`config.mk`:
```
export PLATFORM = sky130hd
export DESIGN_NAME = sha512cc_ctrl
export DESIGN_NICKNAME = d
export VERILOG_FILES = /design/src/hdl/sha512_compression_core_unit_assert.svh /design/src/hdl/sha512cc_pkg.sv /design/src/hdl/sha512cc_ctrl.sv
export SDC_FILE = /design/constraint.sdc
export NUM_CORES = 1
export LEC_CHECK = 0
export BUFFER_PORTS_ARGS = -buffer_cell sky130_fd_sc_hd__buf_2
export CORE_UTILIZATION = 54
export CTS_CLUSTER_SIZE = 8
export DETAILED_ROUTE_END_ITERATION = 7
export PLACE_DENSITY = 0.82
export RECOVER_POWER = 50
export SYNTH_ARGS = -nofsm -noshare
export SYNTH_HDL_FRONTEND = slang
export SYNTH_SLANG_ARGS = --single-unit
```
`constraint.sdc`:
```
create_clock -name clk -period 3.2 [get_ports clk]
set_input_delay 0.16 -clock clk [delete_from_list [all_inputs] [get_ports clk]]
set_output_delay 0.16 -clock clk [all_outputs]
set_load 0.01 [all_outputs]
```
`src/hdl/sha512_compression_core_unit_assert.svh`:
```
// assertion macros shared by the sha-512 compression core
`ifndef SHA512_COMPRESSION_CORE_UNIT_ASSERT_SVH
`define SHA512_COMPRESSION_CORE_UNIT_ASSERT_SVH

// same-cycle implication, checked out of reset
`define SHA512CC_ASSERT_NOW(label, ante, cons, msg) \
	label: assert property (@(posedge clk) disable iff (!arst_n) (ante) |-> (cons)) \
		else $error(msg);

// next-cycle implication, checked out of reset
`define SHA512CC_ASSERT_NEXT(label, ante, cons, msg) \
	label: assert property (@(posedge clk) disable iff (!arst_n) (ante) |=> (cons)) \
		else $error(msg);

`endif

```
`src/hdl/sha512cc_pkg.sv`:
```
// types, constants and round functions of the sha-512 compression core
`default_nettype none
package sha512cc_pkg;

	localparam int unsigned WORD_W      = 64;
	localparam int unsigned BLOCK_WORDS = 16;
	localparam int unsigned ROUNDS      = 80;
	localparam int unsigned HASH_WORDS  = 8;
	localparam int unsigned CNT_W       = $clog2(BLOCK_WORDS);
	localparam int unsigned ROUND_W     = $clog2(ROUNDS);
	localparam int unsigned IDX_W       = $clog2(HASH_WORDS);
	localparam int unsigned OUT_DATA_W  = 72;

	localparam logic [CNT_W-1:0]   LAST_WORD  = CNT_W'(BLOCK_WORDS - 1);
	localparam logic [ROUND_W-1:0] LAST_ROUND = ROUND_W'(ROUNDS - 1);
	localparam logic [IDX_W-1:0]   LAST_IDX_384 = IDX_W'(5);
	localparam logic [IDX_W-1:0]   LAST_IDX_512 = IDX_W'(7);

	localparam logic MODE_384 = 1'b0;
	localparam logic MODE_512 = 1'b1;

	typedef logic [WORD_W-1:0] word_t;

	typedef enum logic [1:0] {
		ST_LOAD,
		ST_ROUND,
		ST_FINAL,
		ST_OUT
	} state_t;

	typedef struct packed {
		logic                shift_word;
		logic                load_iv;
		logic                iv_sel;
		logic                init_vars;
		logic                round_en;
		logic [ROUND_W-1:0]  round;
		logic                add_hash;
		logic [IDX_W-1:0]    out_idx;
	} cmd_t;

	function automatic word_t rotr(input word_t x, input int unsigned n);
		rotr = (x >> n) | (x << (WORD_W - n));
	endfunction

	function automatic word_t big_sigma0(input word_t x);
		big_sigma0 = rotr(x, 28) ^ rotr(x, 34) ^ rotr(x, 39);
	endfunction

	function automatic word_t big_sigma1(input word_t x);
		big_sigma1 = rotr(x, 14) ^ rotr(x, 18) ^ rotr(x, 41);
	endfunction

	function automatic word_t small_sigma0(input word_t x);
		small_sigma0 = rotr(x, 1) ^ rotr(x, 8) ^ (x >> 7);
	endfunction

	function automatic word_t small_sigma1(input word_t x);
		small_sigma1 = rotr(x, 19) ^ rotr(x, 61) ^ (x >> 6);
	endfunction

	function automatic word_t iv_word(input logic sel, input logic [IDX_W-1:0] i);
		word_t v;
		v = '0;
		if (sel == MODE_512) begin
			unique case (i)
				3'd0: v = 64'h6A09E667F3BCC908;
				3'd1: v = 64'hBB67AE8584CAA73B;
				3'd2: v = 64'h3C6EF372FE94F82B;
				3'd3: v = 64'hA54FF53A5F1D36F1;
				3'd4: v = 64'h510E527FADE682D1;
				3'd5: v = 64'h9B05688C2B3E6C1F;
				3'd6: v = 64'h1F83D9ABFB41BD6B;
				3'd7: v = 64'h5BE0CD19137E2179;
			endcase
		end else begin
			unique case (i)
				3'd0: v = 64'hCBBB9D5DC1059ED8;
				3'd1: v = 64'h629A292A367CD507;
				3'd2: v = 64'h9159015A3070DD17;
				3'd3: v = 64'h152FECD8F70E5939;
				3'd4: v = 64'h67332667FFC00B31;
				3'd5: v = 64'h8EB44A8768581511;
				3'd6: v = 64'hDB0C2E0D64F98FA7;
				3'd7: v = 64'h47B5481DBEFA4FA4;
			endcase
		end
		iv_word = v;
	endfunction

	function automatic word_t round_k(input logic [ROUND_W-1:0] r);
		word_t k;
		unique case (r)
			7'd0:  k = 64'h428A2F98D728AE22;
			7'd1:  k = 64'h7137449123EF65CD;
			7'd2:  k = 64'hB5C0FBCFEC4D3B2F;
			7'd3:  k = 64'hE9B5DBA58189DBBC;
			7'd4:  k = 64'h3956C25BF348B538;
			7'd5:  k = 64'h59F111F1B605D019;
			7'd6:  k = 64'h923F82A4AF194F9B;
			7'd7:  k = 64'hAB1C5ED5DA6D8118;
			7'd8:  k = 64'hD807AA98A3030242;
			7'd9:  k = 64'h12835B0145706FBE;
			7'd10: k = 64'h243185BE4EE4B28C;
			7'd11: k = 64'h550C7DC3D5FFB4E2;
			7'd12: k = 64'h72BE5D74F27B896F;
			7'd13: k = 64'h80DEB1FE3B1696B1;
			7'd14: k = 64'h9BDC06A725C71235;
			7'd15: k = 64'hC19BF174CF692694;
			7'd16: k = 64'hE49B69C19EF14AD2;
			7'd17: k = 64'hEFBE4786384F25E3;
			7'd18: k = 64'h0FC19DC68B8CD5B5;
			7'd19: k = 64'h240CA1CC77AC9C65;
			7'd20: k = 64'h2DE92C6F592B0275;
			7'd21: k = 64'h4A7484AA6EA6E483;
			7'd22: k = 64'h5CB0A9DCBD41FBD4;
			7'd23: k = 64'h76F988DA831153B5;
			7'd24: k = 64'h983E5152EE66DFAB;
			7'd25: k = 64'hA831C66D2DB43210;
			7'd26: k = 64'hB00327C898FB213F;
			7'd27: k = 64'hBF597FC7BEEF0EE4;
			7'd28: k = 64'hC6E00BF33DA88FC2;
			7'd29: k = 64'hD5A79147930AA725;
			7'd30: k = 64'h06CA6351E003826F;
			7'd31: k = 64'h142929670A0E6E70;
			7'd32: k = 64'h27B70A8546D22FFC;
			7'd33: k = 64'h2E1B21385C26C926;
			7'd34: k = 64'h4D2C6DFC5AC42AED;
			7'd35: k = 64'h53380D139D95B3DF;
			7'd36: k = 64'h650A73548BAF63DE;
			7'd37: k = 64'h766A0ABB3C77B2A8;
			7'd38: k = 64'h81C2C92E47EDAEE6;
			7'd39: k = 64'h92722C851482353B;
			7'd40: k = 64'hA2BFE8A14CF10364;
			7'd41: k = 64'hA81A664BBC423001;
			7'd42: k = 64'hC24B8B70D0F89791;
			7'd43: k = 64'hC76C51A30654BE30;
			7'd44: k = 64'hD192E819D6EF5218;
			7'd45: k = 64'hD69906245565A910;
			7'd46: k = 64'hF40E35855771202A;
			7'd47: k = 64'h106AA07032BBD1B8;
			7'd48: k = 64'h19A4C116B8D2D0C8;
			7'd49: k = 64'h1E376C085141AB53;
			7'd50: k = 64'h2748774CDF8EEB99;
			7'd51: k = 64'h34B0BCB5E19B48A8;
			7'd52: k = 64'h391C0CB3C5C95A63;
			7'd53: k = 64'h4ED8AA4AE3418ACB;
			7'd54: k = 64'h5B9CCA4F7763E373;
			7'd55: k = 64'h682E6FF3D6B2B8A3;
			7'd56: k = 64'h748F82EE5DEFB2FC;
			7'd57: k = 64'h78A5636F43172F60;
			7'd58: k = 64'h84C87814A1F0AB72;
			7'd59: k = 64'h8CC702081A6439EC;
			7'd60: k = 64'h90BEFFFA23631E28;
			7'd61: k = 64'hA4506CEBDE82BDE9;
			7'd62: k = 64'hBEF9A3F7B2C67915;
			7'd63: k = 64'hC67178F2E372532B;
			7'd64: k = 64'hCA273ECEEA26619C;
			7'd65: k = 64'hD186B8C721C0C207;
			7'd66: k = 64'hEADA7DD6CDE0EB1E;
			7'd67: k = 64'hF57D4F7FEE6ED178;
			7'd68: k = 64'h06F067AA72176FBA;
			7'd69: k = 64'h0A637DC5A2C898A6;
			7'd70: k = 64'h113F9804BEF90DAE;
			7'd71: k = 64'h1B710B35131C471B;
			7'd72: k = 64'h28DB77F523047D84;
			7'd73: k = 64'h32CAAB7B40C72493;
			7'd74: k = 64'h3C9EBE0A15C9BEBC;
			7'd75: k = 64'h431D67C49C100D4C;
			7'd76: k = 64'h4CC5D4BECB3E42B6;
			7'd77: k = 64'h597F299CFC657E2A;
			7'd78: k = 64'h5FCB6FAB3AD6FAEC;
			7'd79: k = 64'h6C44198C4A475817;
			default: k = '0;
		endcase
		round_k = k;
	endfunction

endpackage
`default_nettype wire

```
`src/hdl/sha512cc_ctrl.sv`:
```
// controller: word and round counters, mode register and sequencing
`default_nettype none
module sha512cc_ctrl (
	input  wire logic                 clk,
	input  wire logic                 arst_n,
	input  wire logic                 cfg_we,
	input  wire logic                 cfg_wdata,
	input  wire logic                 in_valid,
	input  wire logic                 in_first,
	input  wire logic                 in_last,
	output      logic                 in_ready,
	output      logic                 out_valid,
	input  wire logic                 out_ready,
	output      logic                 out_last,
	output      sha512cc_pkg::cmd_t   cmd
);

	sha512cc_pkg::state_t                 state_q;
	sha512cc_pkg::state_t                 state_d;
	logic [sha512cc_pkg::CNT_W-1:0]       word_cnt_q;
	logic [sha512cc_pkg::ROUND_W-1:0]     round_q;
	logic [sha512cc_pkg::IDX_W-1:0]       out_idx_q;
	logic                                 last_blk_q;
	logic                                 mode_q;
	logic                                 in_acc;
	logic                                 out_acc;
	logic                                 block_end;

	assign in_acc    = in_valid && in_ready;
	assign out_acc   = out_valid && out_ready;
	assign block_end = in_acc && (word_cnt_q == sha512cc_pkg::LAST_WORD);

	always_comb begin
		state_d = state_q;
		unique case (state_q)
			sha512cc_pkg::ST_LOAD: begin
				if (block_end) begin
					state_d = sha512cc_pkg::ST_ROUND;
				end
			end
			sha512cc_pkg::ST_ROUND: begin
				if (round_q == sha512cc_pkg::LAST_ROUND) begin
					state_d = sha512cc_pkg::ST_FINAL;
				end
			end
			sha512cc_pkg::ST_FINAL: begin
				state_d = last_blk_q ? sha512cc_pkg::ST_OUT : sha512cc_pkg::ST_LOAD;
			end
			sha512cc_pkg::ST_OUT: begin
				if (out_acc && out_last) begin
					state_d = sha512cc_pkg::ST_LOAD;
				end
			end
		endcase
	end

	always_comb begin
		in_ready  = (state_q == sha512cc_pkg::ST_LOAD);
		out_valid = (state_q == sha512cc_pkg::ST_OUT);
		out_last  = (mode_q == sha512cc_pkg::MODE_512) ?
			(out_idx_q == sha512cc_pkg::LAST_IDX_512) :
			(out_idx_q == sha512cc_pkg::LAST_IDX_384);
		cmd.shift_word = in_acc;
		cmd.load_iv    = in_acc && in_first && (word_cnt_q == '0);
		cmd.iv_sel     = mode_q;
		cmd.init_vars  = block_end;
		cmd.round_en   = (state_q == sha512cc_pkg::ST_ROUND);
		cmd.round      = round_q;
		cmd.add_hash   = (state_q == sha512cc_pkg::ST_FINAL);
		cmd.out_idx    = out_idx_q;
	end

	always_ff @(posedge clk or negedge arst_n) begin
		if (!arst_n) begin
			state_q    <= sha512cc_pkg::ST_LOAD;
			word_cnt_q <= '0;
			round_q    <= '0;
			out_idx_q  <= '0;
			last_blk_q <= 1'b0;
			mode_q     <= sha512cc_pkg::MODE_512;
		end else begin
			state_q <= state_d;
			if (cfg_we) begin
				mode_q <= cfg_wdata;
			end
			if (in_acc) begin
				word_cnt_q <= word_cnt_q + 1'b1;
			end
			// last flag counts only on the word that completes the block
			if (block_end) begin
				last_blk_q <= in_last;
			end
			if (state_q == sha512cc_pkg::ST_ROUND) begin
				round_q <= (round_q == sha512cc_pkg::LAST_ROUND) ? '0 : round_q + 1'b1;
			end
			if (state_q == sha512cc_pkg::ST_FINAL) begin
				out_idx_q <= '0;
			end else if (out_acc) begin
				out_idx_q <= out_idx_q + 1'b1;
			end
		end
	end

endmodule
`default_nettype wire
```
==> impl_metrics.py <==
metrics = {
    "outcome": {
        "status": "complete, no violations",
    },
    "worst_setup_path": {
        "crit_path_end_kind": "primary output",
        "cp.required_ps": 3040,
        "crit_type": "flop to primary output",
        "crit_fanout": 12,
        "arrival_ps": 1620,
        "crit_path_start_kind": "flop",
    },
    "clocking": {
        "root_buffer": "clkbuf_4",
        "clkTransAtPathRegs_ps": 110,
        "numCtsBuffers": 3,
        "clock-sinks": 18,
        "clk_latency_ps": 290,
        "cts_max_path_buffers": 2,
        "cts_tree": "done",
        "htree_levels": 1,
    },
    "finish": {
        "drive_above_1_share": 0.2033,
        "n_fill_cell": 164,
        "diodes": 0,
        "final-instance-count-excl-fill": 148,
        "fin_util": 0.6543,
        "final_cell_mix": "17 x buf_2, 17 x dfrtp_1, 14 x nand2_1, 10 x clkbuf_1, 6 x inv_1",
        "areaGrowthSynthToFinish_pct": 13.44,
        "nets": 136,
    },
    "hold_path": {
        "worstHoldPathType": "input pin to flop",
    },
    "logic_synthesis": {
        "yosys_warnings": 0,
        "postSynthAreaPerCell_um2": 10.16,
        "synth-seq-cells": 18,
        "synth_top_area_frac": 0.4271,
        "synth_cell_types": 36,
        "yosys-top-cells-area": "dfrtp_1 43%, nand2_1 5.3%, ha_1 5.0%",
        "synth_nets": 110,
        "syn_inst": 98,
        "yosysSeqAreaShare": 0.4535,
        "syn_area_um2": 996.0,
        "yosysTopAreaCell": "dfrtp_1",
    },
    "power_and_ir_drop": {
        "switching_share": 0.2225,
        "p_int_mw": 0.2873,
        "sequentialPowerShare": 0.630,
        "powerDensity_mw_per_mm2": 327.0,
        "power.leakage_nw": 0.5143,
        "power.share.clock": 0.318,
        "p_sw_mw": 0.08221,
        "irDropWorstVdd_uv": 243.4,
        "power_frac_comb": 0.052,
    },
    "drt": {
        "drtIter0Drc": 14,
        "drc": 0,
        "wl_per_cell_um": 12.46,
        "via_per_inst": 5.405,
        "vias": 800,
        "dr.pass1.iters": 4,
        "postRouteAntennaNets": 0,
        "routed_wl_um": 1844,
    },
    "placement": {
        "finalWeightedCongestion": 0.7571,
        "dpl.cell_count": 143,
        "post-place-ws_ps": 1628,
        "port_buffers": 26,
        "place_hpwl_um": 1366,
    },
    "timing": {
        "finalSetupViolCount": 0,
        "rsz0062_at_grt": "false",
        "fin_skew_ps": 9.273,
        "max_slew_margin": 0.3731,
        "finalSetupTns_ps": 0,
        "slew_violations": 0,
        "fmax_ghz": 0.5626,
        "final-hold-violation-count": 0,
        "fin_crit_ps": 1777,
        "holdWs_ps": 78.98,
        "worst_slew_pin_slew_ps": 940.3,
        "fin_ws_ps": 1423,
        "fin_crit_sh": 0.5554,
    },
    "die": {
        "fp.dieH_um": 44.95,
        "rows": 15,
        "core-area_mm2": 0.001727,
        "boundaryPins": 27,
        "start_util": 0.5768,
        "die_x_um": 44.95,
        "die-area_mm2": 0.002020,
    },
    "grt": {
        "grt_use_total": 0.1993,
        "grt_pass1_vias": 726,
        "grt_first_pass_wirelength_um": 2946,
        "antenna_found_initial": 0,
        "overflow": 0,
        "grt_max_degree": 19,
    },
    "job": {
        "drv_cap": 0,
    },
}
cell type report:
| type | count | area [um^2] | area share |
|---|---|---|---|
| tap | 25 | 31.28 | 0.02769 |
| clock buffer | 4 | 26.28 | 0.02326 |
| timing repair buffer | 27 | 128.9 | 0.1141 |
| sequential | 18 | 451.7 | 0.3998 |
| inverter | 7 | 26.28 | 0.02326 |
| multi-input combinational | 67 | 465.4 | 0.4120 |
sequential cells by signal, indices dropped and copies added, names as in the netlist:
name        count
word_cnt_q      4
last_blk_q      1
state_q         2
mode_q          1
out_idx_q       3
round_q         7
Yosys cell counts, drive strengths merged:
| cell | n |
|---|---|
| a211o | 1 |
| nand4 | 2 |
| nor3 | 3 |
| o21ai | 4 |
| inv | 7 |
| nor4 | 1 |
| o31ai | 3 |
| mux2i | 1 |
| nor2b | 1 |
| o41ai | 1 |
| nor2 | 4 |
| a22o | 4 |
| a21oi | 1 |
| o21a | 1 |
| nand2b | 3 |
| nand3 | 2 |
| and2 | 1 |
| nor4b | 1 |
| xor2 | 2 |
| buf | 6 |
| or3 | 2 |
| dfstp | 1 |
| mux2 | 3 |
| ha | 4 |
| nand2 | 14 |
| o31a | 1 |
| nor3b | 1 |
| o2bb2ai | 1 |
| xnor2 | 4 |
| dfrtp | 17 |
| o22ai | 1 |
logic make-up after synthesis:
group           share of synthesized area
mux                               0.04397
fa+ha+maj                         0.05025
simple gates                       0.1885
buf+inv                           0.07914
xor+xnor                          0.05276
flops                              0.4535
compound gates                     0.1319
repair_timing:
item | in CTS | in global routing
hold buffers | 1 | 0
buffers inserted | 0 | 0
resized for setup | 0 | 0
hold endpoints to repair | 17 | 0
critical path, stage by stage, from the launching register on:
cell and delay, ps:
dfrtp_1 540, nor3b_4 370, nor4b_1 240, buf_2 170
power groups by stage:
| stage | clock [mW] | sequential (mW) | combinational [mW] |
|---|---|---|---|
| after global placement | 0 | 0.237 | 0.0181 |
| after global routing | 0.129 | 0.233 | 0.0222 |
| after floorplan | 0 | 0.237 | 0.00916 |
| after detailed placement | 0 | 0.238 | 0.0190 |
| after CTS | 0.121 | 0.233 | 0.0200 |
| final | 0.118 | 0.233 | 0.0192 |
per-layer routing:
| layer | track usage | vias up | part of all wire |
|---|---|---|---|
| met5 | 0 | - | 0 |
| met4 | 0.09091 | 0 | 0.0065 |
| met3 | 0.02400 | 2 | 0.036 |
| met2 | 0.3304 | 21 | 0.52 |
| met1 | 0.2604 | 389 | 0.44 |
| li1 | - | 388 | - |
final timing paths:
kind	startpoint	to	slack, ps	cells past startpoint
worst max-delay path	state_q[0]	cmd[14]	1420	3
worst min-delay path	in_last	last_blk_q	80	2
worst max register to register	state_q[1]	state_q[1]	1600	3
worst min register to register	last_blk_q	last_blk_q	510	1
max in group asynchronous	arst_n	state_q[0]	2100	2
min in group asynchronous	arst_n	round_q[5]	520	2
stage by stage:
stage | instance area (um^2) | power [mW]
after detailed placement | 1105 | 0.2565
after global placement | 1105 | 0.2554
after floorplan | 996.0 | 0.2462
after CTS | 1141 | 0.3739
final | 1130 | 0.3695
after global routing | 1130 | 0.3844
(Power assumes the default switching activity.)
